$ cat config.mk
export PLATFORM = sky130hd
export DESIGN_NAME = chunked_transfer_decoder
export DESIGN_NICKNAME = d
export VERILOG_FILES = /design/src/rtl/core/ctd_pkg.sv /design/src/rtl/core/ctd_byte_class.sv /design/src/rtl/core/ctd_core.sv /design/src/rtl/core/chunked_transfer_decoder.sv
export VERILOG_INCLUDE_DIRS = /design/src /design/src/rtl/core
export SDC_FILE = /design/constraint.sdc
export NUM_CORES = 1
export LEC_CHECK = 0
export BUFFER_PORTS_ARGS = -buffer_cell sky130_fd_sc_hd__buf_2
export CORE_ASPECT_RATIO = 1.25
export CORE_UTILIZATION = 55
export CTS_CLUSTER_SIZE = 14
export DETAILED_ROUTE_END_ITERATION = 8
export GPL_TIMING_DRIVEN = 0
export MAX_ROUTING_LAYER = met4
export PLACE_DENSITY = 0.73
export SYNTH_ARGS = -nofsm -noshare
export SYNTH_HDL_FRONTEND = slang
export SYNTH_SLANG_ARGS = --single-unit
export TNS_END_PERCENT = 10
$ cat constraint.sdc
create_clock -name clk_i -period 3.8 [get_ports clk_i]
set_input_delay 0.38 -clock clk_i [delete_from_list [all_inputs] [get_ports clk_i]]
set_output_delay 0.38 -clock clk_i [all_outputs]
set_load 0.1 [all_outputs]
$ cat src/rtl/core/chunked_transfer_decoder_defines.svh
// ---------------------------------------------------------------------------
// chunked_transfer_decoder_defines
// Assertion macros for the chunked transfer decoder RTL.
// ---------------------------------------------------------------------------
`ifndef CHUNKED_TRANSFER_DECODER_DEFINES_SVH
`define CHUNKED_TRANSFER_DECODER_DEFINES_SVH

// Clocked assertion, disabled while reset is asserted.
`define CTD_ASSERT(lbl, prop, msg) \
  lbl: assert property (@(posedge clk_i) disable iff (!rst_ni) prop) else $error(msg);

// Clocked assertion that also holds during reset.
`define CTD_ASSERT_ALWAYS(lbl, prop, msg) \
  lbl: assert property (@(posedge clk_i) prop) else $error(msg);

`endif

$ cat src/rtl/core/ctd_pkg.sv
// ---------------------------------------------------------------------------
// ctd_pkg
// Types and constants shared by the chunked transfer decoder modules.
// ---------------------------------------------------------------------------
`timescale 1ns / 1ps

package ctd_pkg;

  localparam int unsigned LEN_BITS = 32;

  localparam logic [7:0] CH_CR   = 8'h0D;
  localparam logic [7:0] CH_LF   = 8'h0A;
  localparam logic [7:0] CH_SEMI = 8'h3B;
  localparam logic [7:0] CH_SP   = 8'h20;
  localparam logic [7:0] CH_TAB  = 8'h09;
  localparam logic [7:0] CH_VT   = 8'h0B;
  localparam logic [7:0] CH_FF   = 8'h0C;

  typedef enum logic [3:0] {
    PH_BLANK = 4'd0,
    PH_DIGIT = 4'd1,
    PH_TAIL  = 4'd2,
    PH_EXT   = 4'd3,
    PH_LF    = 4'd4,
    PH_DATA  = 4'd5,
    PH_TCR   = 4'd6,
    PH_TLF   = 4'd7,
    PH_ERR   = 4'd8
  } phase_e;

  typedef struct packed {
    logic       hex_ok;
    logic [3:0] hex_val;
    logic       blank;
    logic       cr;
    logic       lf;
    logic       semi;
  } byte_class_t;

  typedef struct packed {
    logic [7:0] payload_byte;
    logic       payload_valid;
    logic       chunk_done;
    logic       bad_request;
    logic [3:0] phase_now;
  } result_t;

endpackage

$ cat src/rtl/core/ctd_byte_class.sv
// ---------------------------------------------------------------------------
// ctd_byte_class
// Classifies one input byte: hex digit and its value, blank, CR, LF, ';'.
// ---------------------------------------------------------------------------
`timescale 1ns / 1ps

module ctd_byte_class (
  input  logic [7:0]           byte_i,
  output ctd_pkg::byte_class_t class_o
);

  logic [7:0] dig_off;
  logic [7:0] up_off;
  logic [7:0] lo_off;

  assign dig_off = byte_i - 8'h30;
  assign up_off  = byte_i - 8'h37;
  assign lo_off  = byte_i - 8'h57;

  always_comb begin
    class_o = '0;
    if (byte_i >= 8'h30 && byte_i <= 8'h39) begin
      class_o.hex_ok  = 1'b1;
      class_o.hex_val = dig_off[3:0];
    end else if (byte_i >= 8'h41 && byte_i <= 8'h46) begin
      class_o.hex_ok  = 1'b1;
      class_o.hex_val = up_off[3:0];
    end else if (byte_i >= 8'h61 && byte_i <= 8'h66) begin
      class_o.hex_ok  = 1'b1;
      class_o.hex_val = lo_off[3:0];
    end
    class_o.blank = (byte_i == ctd_pkg::CH_SP) || (byte_i == ctd_pkg::CH_TAB) ||
                    (byte_i == ctd_pkg::CH_VT) || (byte_i == ctd_pkg::CH_FF);
    class_o.cr    = (byte_i == ctd_pkg::CH_CR);
    class_o.lf    = (byte_i == ctd_pkg::CH_LF);
    class_o.semi  = (byte_i == ctd_pkg::CH_SEMI);
  end

endmodule

$ cat src/rtl/core/ctd_core.sv
// ---------------------------------------------------------------------------
// ctd_core
// Framing state machine with size and remaining-byte counters; steps once
// per transfer and produces that transfer's result.
// ---------------------------------------------------------------------------
`timescale 1ns / 1ps
`include "chunked_transfer_decoder_defines.svh"

module ctd_core (
  input  logic                 clk_i,
  input  logic                 rst_ni,
  input  logic                 step_i,
  input  logic [7:0]           byte_i,
  input  ctd_pkg::byte_class_t class_i,
  output ctd_pkg::result_t     result_o
);

  localparam int unsigned LB = ctd_pkg::LEN_BITS;

  ctd_pkg::phase_e phase_q, phase_d;
  logic [LB-1:0]   size_q, size_d;
  logic [LB-1:0]   rem_q, rem_d;
  logic            seen_q, seen_d;

  logic            ovf;
  logic [LB-1:0]   size_shift;
  logic [LB-1:0]   rem_dec;
  logic            valid;
  logic            done;

  assign ovf        = |size_q[LB-1 -: 4];
  assign size_shift = {size_q[LB-5:0], class_i.hex_val};
  assign rem_dec    = (rem_q != '0) ? rem_q - LB'(1) : rem_q;

  // Next state and counters.
  always_comb begin
    phase_d = phase_q;
    size_d  = size_q;
    rem_d   = rem_q;
    seen_d  = seen_q;
    case (phase_q)
      ctd_pkg::PH_BLANK: begin
        if (!class_i.blank) begin
          if (class_i.hex_ok && !ovf) begin
            size_d  = size_shift;
            seen_d  = 1'b1;
            phase_d = ctd_pkg::PH_DIGIT;
          end else begin
            phase_d = ctd_pkg::PH_ERR;
          end
        end
      end
      ctd_pkg::PH_DIGIT: begin
        if (class_i.hex_ok) begin
          if (ovf) begin
            phase_d = ctd_pkg::PH_ERR;
          end else begin
            size_d = size_shift;
            seen_d = 1'b1;
          end
        end else if (class_i.semi) begin
          phase_d = ctd_pkg::PH_EXT;
        end else if (class_i.cr) begin
          phase_d = ctd_pkg::PH_LF;
        end else begin
          phase_d = ctd_pkg::PH_TAIL;
        end
      end
      ctd_pkg::PH_TAIL: begin
        if (class_i.semi) begin
          phase_d = ctd_pkg::PH_EXT;
        end else if (class_i.cr) begin
          phase_d = ctd_pkg::PH_LF;
        end
      end
      ctd_pkg::PH_EXT: begin
        if (class_i.cr) begin
          phase_d = ctd_pkg::PH_LF;
        end
      end
      ctd_pkg::PH_LF: begin
        if (!class_i.lf || !seen_q) begin
          phase_d = ctd_pkg::PH_ERR;
        end else begin
          rem_d   = size_q;
          phase_d = (size_q == '0) ? ctd_pkg::PH_TCR : ctd_pkg::PH_DATA;
        end
      end
      ctd_pkg::PH_DATA: begin
        rem_d = rem_dec;
        if (rem_dec == '0) begin
          phase_d = ctd_pkg::PH_TCR;
        end
      end
      ctd_pkg::PH_TCR: begin
        phase_d = class_i.cr ? ctd_pkg::PH_TLF : ctd_pkg::PH_ERR;
      end
      ctd_pkg::PH_TLF: begin
        if (class_i.lf) begin
          phase_d = ctd_pkg::PH_BLANK;
          size_d  = '0;
          rem_d   = '0;
          seen_d  = 1'b0;
        end else begin
          phase_d = ctd_pkg::PH_ERR;
        end
      end
      default: begin
        phase_d = ctd_pkg::PH_ERR;
      end
    endcase
  end

  // Result of this transfer.
  always_comb begin
    valid = (phase_q == ctd_pkg::PH_DATA);
    done  = (phase_q == ctd_pkg::PH_TLF) && class_i.lf;
    result_o.payload_byte  = valid ? byte_i : 8'h00;
    result_o.payload_valid = valid;
    result_o.chunk_done    = done;
    result_o.bad_request   = (phase_d == ctd_pkg::PH_ERR);
    result_o.phase_now     = phase_d;
  end

  always_ff @(posedge clk_i or negedge rst_ni) begin
    if (!rst_ni) begin
      phase_q <= ctd_pkg::PH_BLANK;
      size_q  <= '0;
      rem_q   <= '0;
      seen_q  <= 1'b0;
    end else if (step_i) begin
      phase_q <= phase_d;
      size_q  <= size_d;
      rem_q   <= rem_d;
      seen_q  <= seen_d;
    end
  end

  `CTD_ASSERT(a_err_sticky, phase_q == ctd_pkg::PH_ERR |=> phase_q == ctd_pkg::PH_ERR, "error phase left without reset")
  `CTD_ASSERT(a_data_rem, phase_q == ctd_pkg::PH_DATA |-> rem_q != '0, "data phase with no bytes remaining")
  `CTD_ASSERT(a_done_clear, step_i && done |=> !seen_q && size_q == '0 && phase_q == ctd_pkg::PH_BLANK, "chunk end did not restart header")
  `CTD_ASSERT_ALWAYS(a_hold, !step_i && rst_ni |=> $stable(phase_q) || !rst_ni, "phase moved without a transfer")

endmodule

$ cat src/rtl/core/chunked_transfer_decoder.sv
// ---------------------------------------------------------------------------
// chunked_transfer_decoder
// Byte-serial decoder for chunked transfer framing: passes chunk payload,
// flags chunk completion and holds a sticky error on framing faults.
// ---------------------------------------------------------------------------
// Channel | Direction | Handshake            | Payload
// in      | input     | in_valid_i/in_stall_o  | in_byte_i
// out     | output    | out_valid_o/out_stall_i| payload_byte_o, payload_valid_o,
//         |           |                      | chunk_done_o, bad_request_o, phase_now_o
//
// One result per input byte; one byte per cycle sustained while the output is not stalled.
// A byte passes through the input register, then the result register; the framing
// state advances as a byte moves from one to the other.
// Reset returns to the header blank phase with cleared counters.
// A stall on the output holds the result register and then the input register.
// ---------------------------------------------------------------------------
`timescale 1ns / 1ps

module chunked_transfer_decoder (
  input  logic       clk_i,
  input  logic       rst_ni,
  input  logic       in_valid_i,
  output logic       in_stall_o,
  input  logic [7:0] in_byte_i,
  output logic       out_valid_o,
  input  logic       out_stall_i,
  output logic [7:0] payload_byte_o,
  output logic       payload_valid_o,
  output logic       chunk_done_o,
  output logic       bad_request_o,
  output logic [3:0] phase_now_o
);

  logic                 in_vld_q;
  logic [7:0]           in_byte_q;
  logic                 out_vld_q;
  ctd_pkg::result_t     res_q;
  ctd_pkg::result_t     res_d;
  ctd_pkg::byte_class_t cls;
  logic                 out_adv;
  logic                 step;

  assign out_adv    = !out_vld_q || !out_stall_i;
  assign step       = in_vld_q && out_adv;
  assign in_stall_o = in_vld_q && !out_adv;

  ctd_byte_class u_class (
    .byte_i  (in_byte_q),
    .class_o (cls)
  );

  ctd_core u_core (
    .clk_i    (clk_i),
    .rst_ni   (rst_ni),
    .step_i   (step),
    .byte_i   (in_byte_q),
    .class_i  (cls),
    .result_o (res_d)
  );

  always_ff @(posedge clk_i or negedge rst_ni) begin
    if (!rst_ni) begin
      in_vld_q  <= 1'b0;
      out_vld_q <= 1'b0;
    end else begin
      if (!in_stall_o) begin
        in_vld_q <= in_valid_i;
      end
      if (out_adv) begin
        out_vld_q <= in_vld_q;
      end
    end
  end

  // Payload registers: load on transfer, hold otherwise.
  always_ff @(posedge clk_i) begin
    if (in_valid_i && !in_stall_o) begin
      in_byte_q <= in_byte_i;
    end
    if (step) begin
      res_q <= res_d;
    end
  end

  assign out_valid_o     = out_vld_q;
  assign payload_byte_o  = res_q.payload_byte;
  assign payload_valid_o = res_q.payload_valid;
  assign chunk_done_o    = res_q.chunk_done;
  assign bad_request_o   = res_q.bad_request;
  assign phase_now_o     = res_q.phase_now;

endmodule
==> results of run 1 <==
logic make-up (layout without fill, tap and decap cells):
logic type      Yosys count  in the layout  share of synthesized area
compound gates          205            205                     0.2619
fa+ha+maj                 6              6                    0.01435
xor+xnor                  4              4                   0.006698
simple gates            187            187                     0.1983
buf+inv                  48             94                    0.03492
mux                       6              6                    0.01220
flops                    94             94                     0.4717
registers in the layout, summed over array words and instances, names as in the netlist:
| register | cells |
|---|---|
| payload_valid_o | 1 |
| in_vld_q | 1 |
| payload_byte_o | 8 |
| phase_now_o | 4 |
| u_core.rem_q | 32 |
| out_valid_o | 1 |
| in_byte_q | 8 |
| u_core.size_q | 32 |
| u_core.seen_q | 1 |
| u_core.phase_q | 4 |
| chunk_done_o | 1 |
| bad_request_o | 1 |
cell usage after synthesis (all sizes together) (13+ instances only):
cell type / count / area (um^2)
or4: 13 / 101.4
inv: 15 / 56.30
dfrtp: 71 / 1777
nor3: 19 / 95.09
nor2: 35 / 131.4
nand2: 39 / 146.4
a21oi: 39 / 195.2
a22o: 32 / 280.3
nand4: 13 / 81.33
clkbuf: 29 / 108.9
nor4: 24 / 183.9
edfxtp: 23 / 690.7
o21ai: 63 / 315.3
through the flow:
stage / area (um^2) / cells / setup WS, ns
after floorplan: 5231 / 550 / 0.8849
after global placement: 5525 / 701 / -0.2045
after detailed placement: 5528 / 701 / -0.1802
after CTS: 5841 / 719 / 0.1246
after global routing: 5846 / 719 / 0.02630
final: 5846 / 719 / 0.1565
power groups by stage:
stage	combinational (W)	sequential, W	clock, W
4_1_cts	0.000708	0.00141	0.000897
3_3_place_gp	0.000688	0.00143	0
6_report	0.000713	0.00142	0.000894
5_1_grt	0.000773	0.00144	0.000947
3_5_place_dp	0.000701	0.00143	0
2_1_floorplan	0.000439	0.00146	0
layout make-up:
type | instances | share of cell area
plain buffers | 32 | 0.02098
clock buffers | 9 | 0.03853
clock inverters | 7 | 0.01027
inverters | 16 | 0.01027
multi-input cells | 408 | 0.4424
flip-flops and latches | 94 | 0.4221
well taps | 123 | 0.02633
repair buffers | 30 | 0.02911
repair_timing:
item                                    CTS  global route
pin swaps                                 1             0
setup buffers                             2             0
endpoints found under the setup margin    2             2
gates resized for setup                   0             1
placed cells by master (no fill, tap or decap), drive strengths merged, types with 10 or more instances in the layout:
cell type,count
nand4,13
buf,33
a32oi,11
dfrtp,71
a21oi,39
o21ai,63
nand2,39
nor3,19
clkbuf,38
a22o,32
nor4,24
inv,21
or4,13
edfxtp,23
nand3,10
nor2,35
final timing paths:
path,start,end,slack (ns),cells past startpoint
setup / recovery,u_core.rem_q[0],phase_now_o[0],0.16,8
hold / removal,rst_ni,u_core.rem_q[25],0.15,1
setup reg to reg,u_core.rem_q[0],phase_now_o[0],0.16,8
hold reg to reg,u_core.seen_q,u_core.seen_q,0.48,1
max in group asynchronous,rst_ni,u_core.rem_q[24],3.05,1
min in group clk_i,in_byte_i[0],in_byte_q[0],0.20,1
routing by layer:
layer,part of all wire,global-route usage,up-vias,routed length [um]
met3,0.073,0.06776,57,1181
met4,0.043,0.1852,0,701
met5,0,-,-,0
met2,0.50,0.5588,305,8120
met1,0.39,0.4454,2391,6272
li1,-,-,2225,-
==> results by group, run 1 <==
Power and ir drop
  – Ratio of total power to cell area: ~520 nW/um^2
  – Max VDD drop: between 0.4 and 0.5 mV
  – Combinational fraction of design power: 0.235
  – Clock network power share: 0.295
  – Sw frac: 0.3568
  – Flop pwr share: 0.469
  – Internal power: roughly 0.0019 W
  – Power consumption: between 0.003 and 0.004 W
  – Switching power: 0.001080 W
  – Cell leakage power: 2.402 nW

Finish
  – Area used by sequential logic in the layout: 2467 um^2
  – Post-layout net count: between 600 and 700
  – Final core area utilization: 0.6372
  – Count of filler cells inserted in the layout: around 820
  – Area growth from synthesis to final layout: 11.74%
  – Share of layout cells above drive strength 1: 0.1124
  – Antenna cell count: 0
  – Multi-input logic area: 2586 um^2

GRT
  – Grt total ovfl: 0
  – Wire length of the first global-routing pass: 25.81 mm
  – Vias in the first global route: just under 5000
  – Maximum number of pins on one net before global-route repair: between 70 and 80
  – Initial antenna violation count: 0
  – Total GRT Usage: 0.3608

Yosys
  – Post-Syn Nets: 568
  – Sequential cell area fraction in the yosys report: 0.4717
  – Cell count after synthesis: between 500 and 600
  – #FFs+latches synth: 94
  – Cell area after synthesis: ~5200 um^2
  – Top FF cell, synth: dfrtp_1
  – Post-Synthesis Mean Instance Area: between 9 and 10 um^2
  – Warnings from Yosys: 0
  – Fraction of registers with async set or reset after synthesis: 0.7553
  – Count of unique library cells instantiated by Yosys: 69
  – Post-synth EDFFs: 23

Critical path
  – Buffers plus inverters on the worst setup path: 1
  – Most Frequent Cell on Critical Path: nor4_1
  – Worst setup path category: flip-flop to flip-flop
  – Worst path arrival time: about 3.7 ns
  – CP top delay family: simple AND/OR/NAND/NOR gates
  – Kind of start point of the critical path: flip-flop
  – Standard cell with the maximum stage delay on the critical path: nor4_1
  – Stage delay of the slowest cell on the critical path: roughly 0.72 ns
  – Peak fanout along the critical path: 8
  – Cells along the critical path: inv_1, ha_1, or3b_2, nor4_1, a21oi_1, nor4_1, o2111a_1, a31oi_1
  – Critical path required time: between 3 and 4 ns
  – Critical Path End Type: flip-flop

Timing
  – Number of failing hold endpoints at the final stage: 0
  – Hold WS: around 0.15 ns
  – Setup_tns: 0 ns
  – Period Utilization, post-route: 0.9588
  – Number of setup violations in the final report: 0
  – Worst-case headroom to the max-slew limit: 0.3954
  – Slew at the pin closest to its max-slew limit: a little over 0.9 ns
  – Final min period: 3.643 ns
  – Fmax: between 200 and 300 MHz
  – Largest clock skew in the final design: slightly below 0.01 ns
  – Number of max-slew violations in the final report: 0
  – RSZ-0062 raised after global routing: no

Route
  – Ratio of routed vias to standard cells: 6.924
  – Avg WL per Cell: 22.64 um
  – Total wire length: 16.28 mm
  – Residual antenna-violating net count after detailed routing: 0
  – Post-detailed-route DRC marker count: 0
  – Violation count after the first detailed-route iteration: 630
  – First-pass iteration count of the detailed router: 5
  – Total number of vias: around 5000

CTS
  – Post-cts hold buffer count: 0
  – Clock insertion delay at the later pin of the skew report: 0.35 ns
  – CTS buffer count: 9
  – Deepest clock path buffer count: 2
  – Clock edge transition at the registers on the reported setup and hold paths: approximately 0.070 ns
  – CTS root buf: clkbuf_16
  – TritonCTS clock tree: built
  – Sinks on Clock Net: 94
  – Htree depth: 3

Die
  – Core Region: about 9000 um^2
  – Initial cell density of the core: 0.5702
  – IO Pins: 29
  – Die boundary height: between 100 and 150 um
  – Width of the chip: slightly below 90 um
  – Area of the die: 9908 um^2
  – Row cnt: 39

Placed design
  – Input/output buffers: 28
  – HPWL after DPL: about 12 mm
  – Routability congestion estimate from global placement: a little under 1

Outcome
  – Result of the run: finished, final reports clean

Worst hold path
  – Worst min path class: input pin to async pin

Run
  – Max-cap viol count: 0
No activity file was read; power rests on OpenSTA's default activity.
==> run 2: changes to the inputs <==
- PLACE_DENSITY: 0.73 -> 0.7
- REMOVE_ABC_BUFFERS: not set -> 1
==> results by group, run 2 (synthesis results as in run 1) <==
Outcome
  – Result of the run: finished, final reports clean

Route
  – Total wire length: 14.05 mm
  – Avg WL per Cell: ~20 um
  – Ratio of routed vias to standard cells: 6.831
  – Residual antenna-violating net count after detailed routing: 0
  – Post-detailed-route DRC marker count: 0
  – Violation count after the first detailed-route iteration: around 550
  – Total number of vias: between 4000 and 5000
  – First-pass iteration count of the detailed router: 5

CTS
  – Post-CTS setup buffers: 0
  – CTS root buf: clkbuf_16
  – Clock edge transition at the registers on the reported setup and hold paths: roughly 0.060 ns
  – Htree depth: 3
  – Clock insertion delay at the later pin of the skew report: 0.35 ns
  – Post-cts hold buffer count: 0
  – CTS buffer count: 9
  – TritonCTS clock tree: built
  – Deepest clock path buffer count: 2
  – Sinks on Clock Net: 94

Critical path
  – Cells along the critical path: inv_1, ha_1, nor3b_2, nand4_1, nor4_2, buf_4, o21ai_0, nor4_1, and4_4, a31oi_1
  – Worst path arrival time: roughly 3.8 ns
  – Buffers plus inverters on the worst setup path: 2
  – Worst setup path category: flip-flop to flip-flop
  – Stage delay of the slowest cell on the critical path: about 0.65 ns
  – Critical Path End Type: flip-flop
  – CP top delay family: simple AND/OR/NAND/NOR gates
  – Path depth of the worst reg2reg path: 10
  – Number of stages on the worst setup path: 10
  – Critical path required time: a little under 4 ns
  – Peak fanout along the critical path: 9
  – Standard cell with the maximum stage delay on the critical path: nor4_2
  – Kind of start point of the critical path: flip-flop

Die
  – IO Pins: 29
  – Core Region: a little over 9000 um^2
  – Row cnt: 39
  – Initial cell density of the core: 0.5702
  – Die boundary height: about 110 um
  – Area of the die: ~10000 um^2
  – Width of the chip: between 80 and 90 um

Run
  – Max-cap viol count: 0

GRT
  – Total GRT Usage: 0.3099
  – Wire length of the first global-routing pass: between 20 and 25 mm
  – Maximum number of pins on one net before global-route repair: 72
  – Grt total ovfl: 0
  – Vias in the first global route: around 4400
  – Initial antenna violation count: 0

Placed design
  – HPWL after DPL: 9.611 mm
  – Minimum setup slack after placement: -0.1578 ns
  – Input/output buffers: 28
  – Routability congestion estimate from global placement: 0.9731
  – Placed Instance Area: about 5500 um^2

Timing
  – Final min period: 3.668 ns
  – Number of setup violations in the final report: 0
  – Number of max-slew violations in the final report: 0
  – Largest clock skew in the final design: around 0.0086 ns
  – Period Utilization, post-route: 0.9652
  – Worst Slack Setup Final: ~0.13 ns
  – RSZ-0062 raised after global routing: yes
  – Worst-case headroom to the max-slew limit: 0.3549
  – Number of failing hold endpoints at the final stage: 0
  – Slew at the pin closest to its max-slew limit: around 0.96 ns
  – Fmax: ~270 MHz

Finish
  – Most common cell after layout, fill and taps aside: dfrtp_1
  – Most frequent cells in the layout: dfrtp_1 (71), o21ai_0 (62), nand2_1 (38), a21oi_1 (38), nor2_1 (35)
  – Largest registers: u_core.rem_q (32), u_core.size_q (32)
  – Antenna cell count: 0
  – Area growth from synthesis to final layout: 10.45%
  – Post-layout net count: 578
  – Share of layout cells above drive strength 1: 0.1239
  – Final instance area: just under 6000 um^2

Power and ir drop
  – Ratio of total power to cell area: 525.2 nW/um^2
  – Max VDD drop: slightly below 0.3 mV
  – Cell leakage power: 2.361 nW

Worst hold path
  – Worst min path class: input pin to async pin
## run 2: cell count changes in the layout (fill, tap and decap cells not counted), sizes merged
cell / before / now
bufinv: 0 / 1
inv: 21 / 15
clkinv: 1 / 4
clkbuf: 38 / 10
buf: 33 / 31
clkinvlp: 1 / 2
## run 2: worst reg2reg max path, cell delays in order (launching register included)
cell     delay, ns
dfrtp_1       0.47
inv_1         0.11
ha_1          0.26
nor3b_2       0.39
nand4_1       0.45
nor4_2        0.65
buf_4         0.26
o21ai_0       0.18
nor4_1        0.24
and4_4        0.32
a31oi_1       0.09
## run 2: final cells by class
type                       count  area [um^2]
inverter                      16        63.81
clock buffer                  10        229.0
fill                         802         3396
multi-input combinational    408         2610
clock inverter                 6        61.31
tap                          123        153.9
timing repair buffer          31        192.7
sequential                    94         2467
## run 2: repair_timing
| action | 4_1_cts | 5_1_grt |
|---|---|---|
| endpoints found under the setup margin | 6 | 23 |
| resized for setup | 3 | 2 |
| endpoints found under the hold margin | 0 | 0 |
## run 2: where the power goes
part	total (W)	internal [W]	switching (W)
clock network	0.000911	0.000509	0.000402
registers	0.00144	0.00120	0.000235
logic	0.000684	0.000288	0.000396
total	0.00303	0.00200	0.00103
## run 2: layer usage
metal | up-vias | global-route usage | part of all wire
li1 | 2152 | - | -
met4 | 0 | 0.1651 | 0.045
met2 | 224 | 0.4789 | 0.49
met3 | 53 | 0.03797 | 0.052
met5 | - | - | 0
met1 | 2271 | 0.3941 | 0.41
## run 2: final timing paths
path	start	endpoint	slack, ns
max in group asynchronous	rst_ni	u_core.rem_q[17]	3.07
worst max-delay path	u_core.rem_q[0]	phase_now_o[0]	0.13
worst min register to register	u_core.seen_q	u_core.seen_q	0.48
worst min-delay path	rst_ni	u_core.size_q[28]	0.15
worst max register to register	u_core.rem_q[0]	phase_now_o[0]	0.13
min in group clk_i	in_byte_i[5]	in_byte_q[5]	0.20
## run 2: metrics by stage
step	utilization	cells	hold slack (ns)	TNS (ns)	total power, W
after global routing	0.6298	688	0.1968	-0.03050	0.003149
after CTS	0.6286	688	0.2026	0	0.003022
final	0.6298	688	0.1468	0	0.003035
after global placement	0.5889	669	0.4566	-64.84	0.002095
after detailed placement	0.5957	672	0.4626	-0.5012	0.002123
after floorplan	-	518	0.08441	-8.552	0.001887
==> run 3: changes to the inputs <==
- PLACE_DENSITY: 0.7 -> 0.73
==> results by group, run 3 (synthesis results as in run 1) <==
CTS
  – Deepest clock path buffer count: 2
  – Clock insertion delay at the later pin of the skew report: approximately 0.35 ns
  – Clock edge transition at the registers on the reported setup and hold paths: 0.07 ns
  – CTS buffer count: 9
  – TritonCTS clock tree: built
  – Sinks on Clock Net: 94
  – Htree depth: 3
  – CTS root buf: clkbuf_16

Finish
  – Most frequent cells in the layout: dfrtp_1 (71), o21ai_0 (62), nand2_1 (38), a21oi_1 (38), nor2_1 (35)
  – Largest registers: u_core.rem_q (32), u_core.size_q (32)
  – Post-layout net count: 581
  – Most common cell after layout, fill and taps aside: dfrtp_1
  – Share of layout cells above drive strength 1: 0.1285
  – Final core area utilization: 0.6292
  – Area growth from synthesis to final layout: 10.33%
  – Antenna cell count: 0

Route
  – Total wire length: about 14 mm
  – Residual antenna-violating net count after detailed routing: 0
  – Total number of vias: 4713
  – Avg WL per Cell: 20.54 um
  – First-pass iteration count of the detailed router: 5
  – Ratio of routed vias to standard cells: about 6.8
  – Post-detailed-route DRC marker count: 0
  – Violation count after the first detailed-route iteration: 383

Power and ir drop
  – Flop pwr share: 0.485
  – Sw frac: 0.3477
  – Internal power: a little under 0.002 W
  – Max VDD drop: approximately 0.38 mV
  – Switching power: ~0.0010 W
  – Clock network power share: 0.284
  – Ratio of total power to cell area: approximately 500 nW/um^2
  – Cell leakage power: approximately 2.4 nW
  – Combinational fraction of design power: 0.231

Timing
  – Fmax: roughly 280 MHz
  – Worst-case headroom to the max-slew limit: 0.3410
  – Number of failing hold endpoints at the final stage: 0
  – Number of max-slew violations in the final report: 0
  – RSZ-0062 raised after global routing: no
  – Number of setup violations in the final report: 0
  – Period Utilization, post-route: 0.9466
  – Largest clock skew in the final design: approximately 0.0062 ns
  – Final min period: around 3.6 ns
  – Setup_tns: 0 ns
  – Slew at the pin closest to its max-slew limit: just under 1 ns

Die
  – Area of the die: a little under 10000 um^2
  – Width of the chip: 89.23 um
  – Initial cell density of the core: 0.5702
  – Core Region: roughly 9000 um^2
  – IO Pins: 29
  – Die boundary height: between 100 and 150 um
  – Row cnt: 39

Critical path
  – RR Startpoint: u_core.rem_q[0]
  – Critical Path End Type: flip-flop
  – Critical path required time: ~3.9 ns
  – Peak fanout along the critical path: 9
  – Cells along the critical path: inv_1, ha_1, nor3b_2, nand4_1, nor4_2, buf_4, o21ai_0, nor4_1, and4_4, a31oi_1
  – Standard cell with the maximum stage delay on the critical path: nor4_2
  – Kind of start point of the critical path: flip-flop
  – Worst setup path category: flip-flop to flip-flop
  – Worst path arrival time: between 3 and 4 ns
  – Worst setup startpoint: u_core.rem_q[0]
  – Path depth of the worst reg2reg path: 10
  – Stage delay of the slowest cell on the critical path: roughly 0.62 ns

Worst hold path
  – Worst min path class: input pin to async pin

GRT
  – Met1 Usage GRT: 0.3821
  – Grt total ovfl: 0
  – Met2 global-route usage: 0.4885
  – Vias in the first global route: approximately 4600
  – Most used routing layer: met2
  – Met3 capacity usage during global routing: 0.04691
  – Total GRT Usage: 0.3109
  – Initial antenna violation count: 0
  – Maximum number of pins on one net before global-route repair: a little over 70
  – Wire length of the first global-routing pass: about 23 mm

Run
  – Max-cap viol count: 0

Outcome
  – Result of the run: finished, final reports clean

Placed design
  – Input/output buffers: 28
  – Routability congestion estimate from global placement: 0.9804
  – HPWL after DPL: ~9.6 mm
[run 3: cell count changes in the layout (fill, tap and decap cells not counted), sizes merged]
| cell | previous run | this run |
|---|---|---|
| clkbuf | 10 | 9 |
| bufinv | 1 | 0 |
| buf | 31 | 34 |
| clkinvlp | 2 | 4 |
[run 3: stage by stage]
step / cell area, um^2 / std cells / hold WS [ns] / power [W] / worst slack, ns
after floorplan: 5109 / 518 / 0.08441 / 0.001887 / -0.2630
after global placement: 5403 / 669 / 0.4545 / 0.002089 / -1.557
after detailed placement: 5453 / 672 / 0.4667 / 0.002117 / -0.2165
after CTS: 5733 / 688 / 0.1974 / 0.002951 / 0.05436
after global routing: 5772 / 691 / 0.1955 / 0.003090 / 0.07158
final: 5772 / 691 / 0.1200 / 0.002970 / 0.2030
[run 3: worst max-delay path: cells and delay by family (launching register included)]
family,cells,cell delay (ns)
simple gates,5,2.00
compound gates,2,0.23
fa+ha+maj,1,0.25
flops,1,0.48
buf+inv,2,0.38
[run 3: power by group through the flow]
| stage | Combinational, W | Clock (W) | Sequential, W |
|---|---|---|---|
| after floorplan | 0.000415 | 0 | 0.00147 |
| after global placement | 0.000646 | 0 | 0.00144 |
| after detailed placement | 0.000671 | 0 | 0.00145 |
| after CTS | 0.000676 | 0.000846 | 0.00143 |
| after global routing | 0.000749 | 0.000888 | 0.00145 |
| final | 0.000686 | 0.000844 | 0.00144 |
[run 3: area by class of cell]
type / count / area [um^2]
sequential: 94 / 2467
multi-input combinational: 408 / 2610
tap: 123 / 153.9
inverter: 16 / 63.81
clock inverter: 7 / 48.80
fill: 810 / 3402
clock buffer: 9 / 225.2
timing repair buffer: 34 / 202.7
[run 3: repair_timing]
| item | CTS | global route |
|---|---|---|
| buffers inserted | 0 | 3 |
| endpoints found under the hold margin | 0 | 0 |
| gates resized for setup | 2 | 3 |
| setup endpoints to repair | 5 | 25 |
| pin swaps | 0 | 1 |
| hold buffers | 0 | 0 |
[run 3: final timing paths]
path	slack, ns	to
max in group asynchronous	3.02	u_core.phase_q[0]
worst min-delay path	0.12	u_core.size_q[28]
worst max register to register	0.20	phase_now_o[0]
worst max-delay path	0.20	phase_now_o[0]
worst min register to register	0.50	u_core.seen_q
min in group clk_i	0.20	in_byte_q[5]
[run 3: metal layers]
layer  wire (um)  vias up
li1            -     2163
met1        5799     2294
met2        7010      214
met3         834       42
met4         548        0
met5           0        -
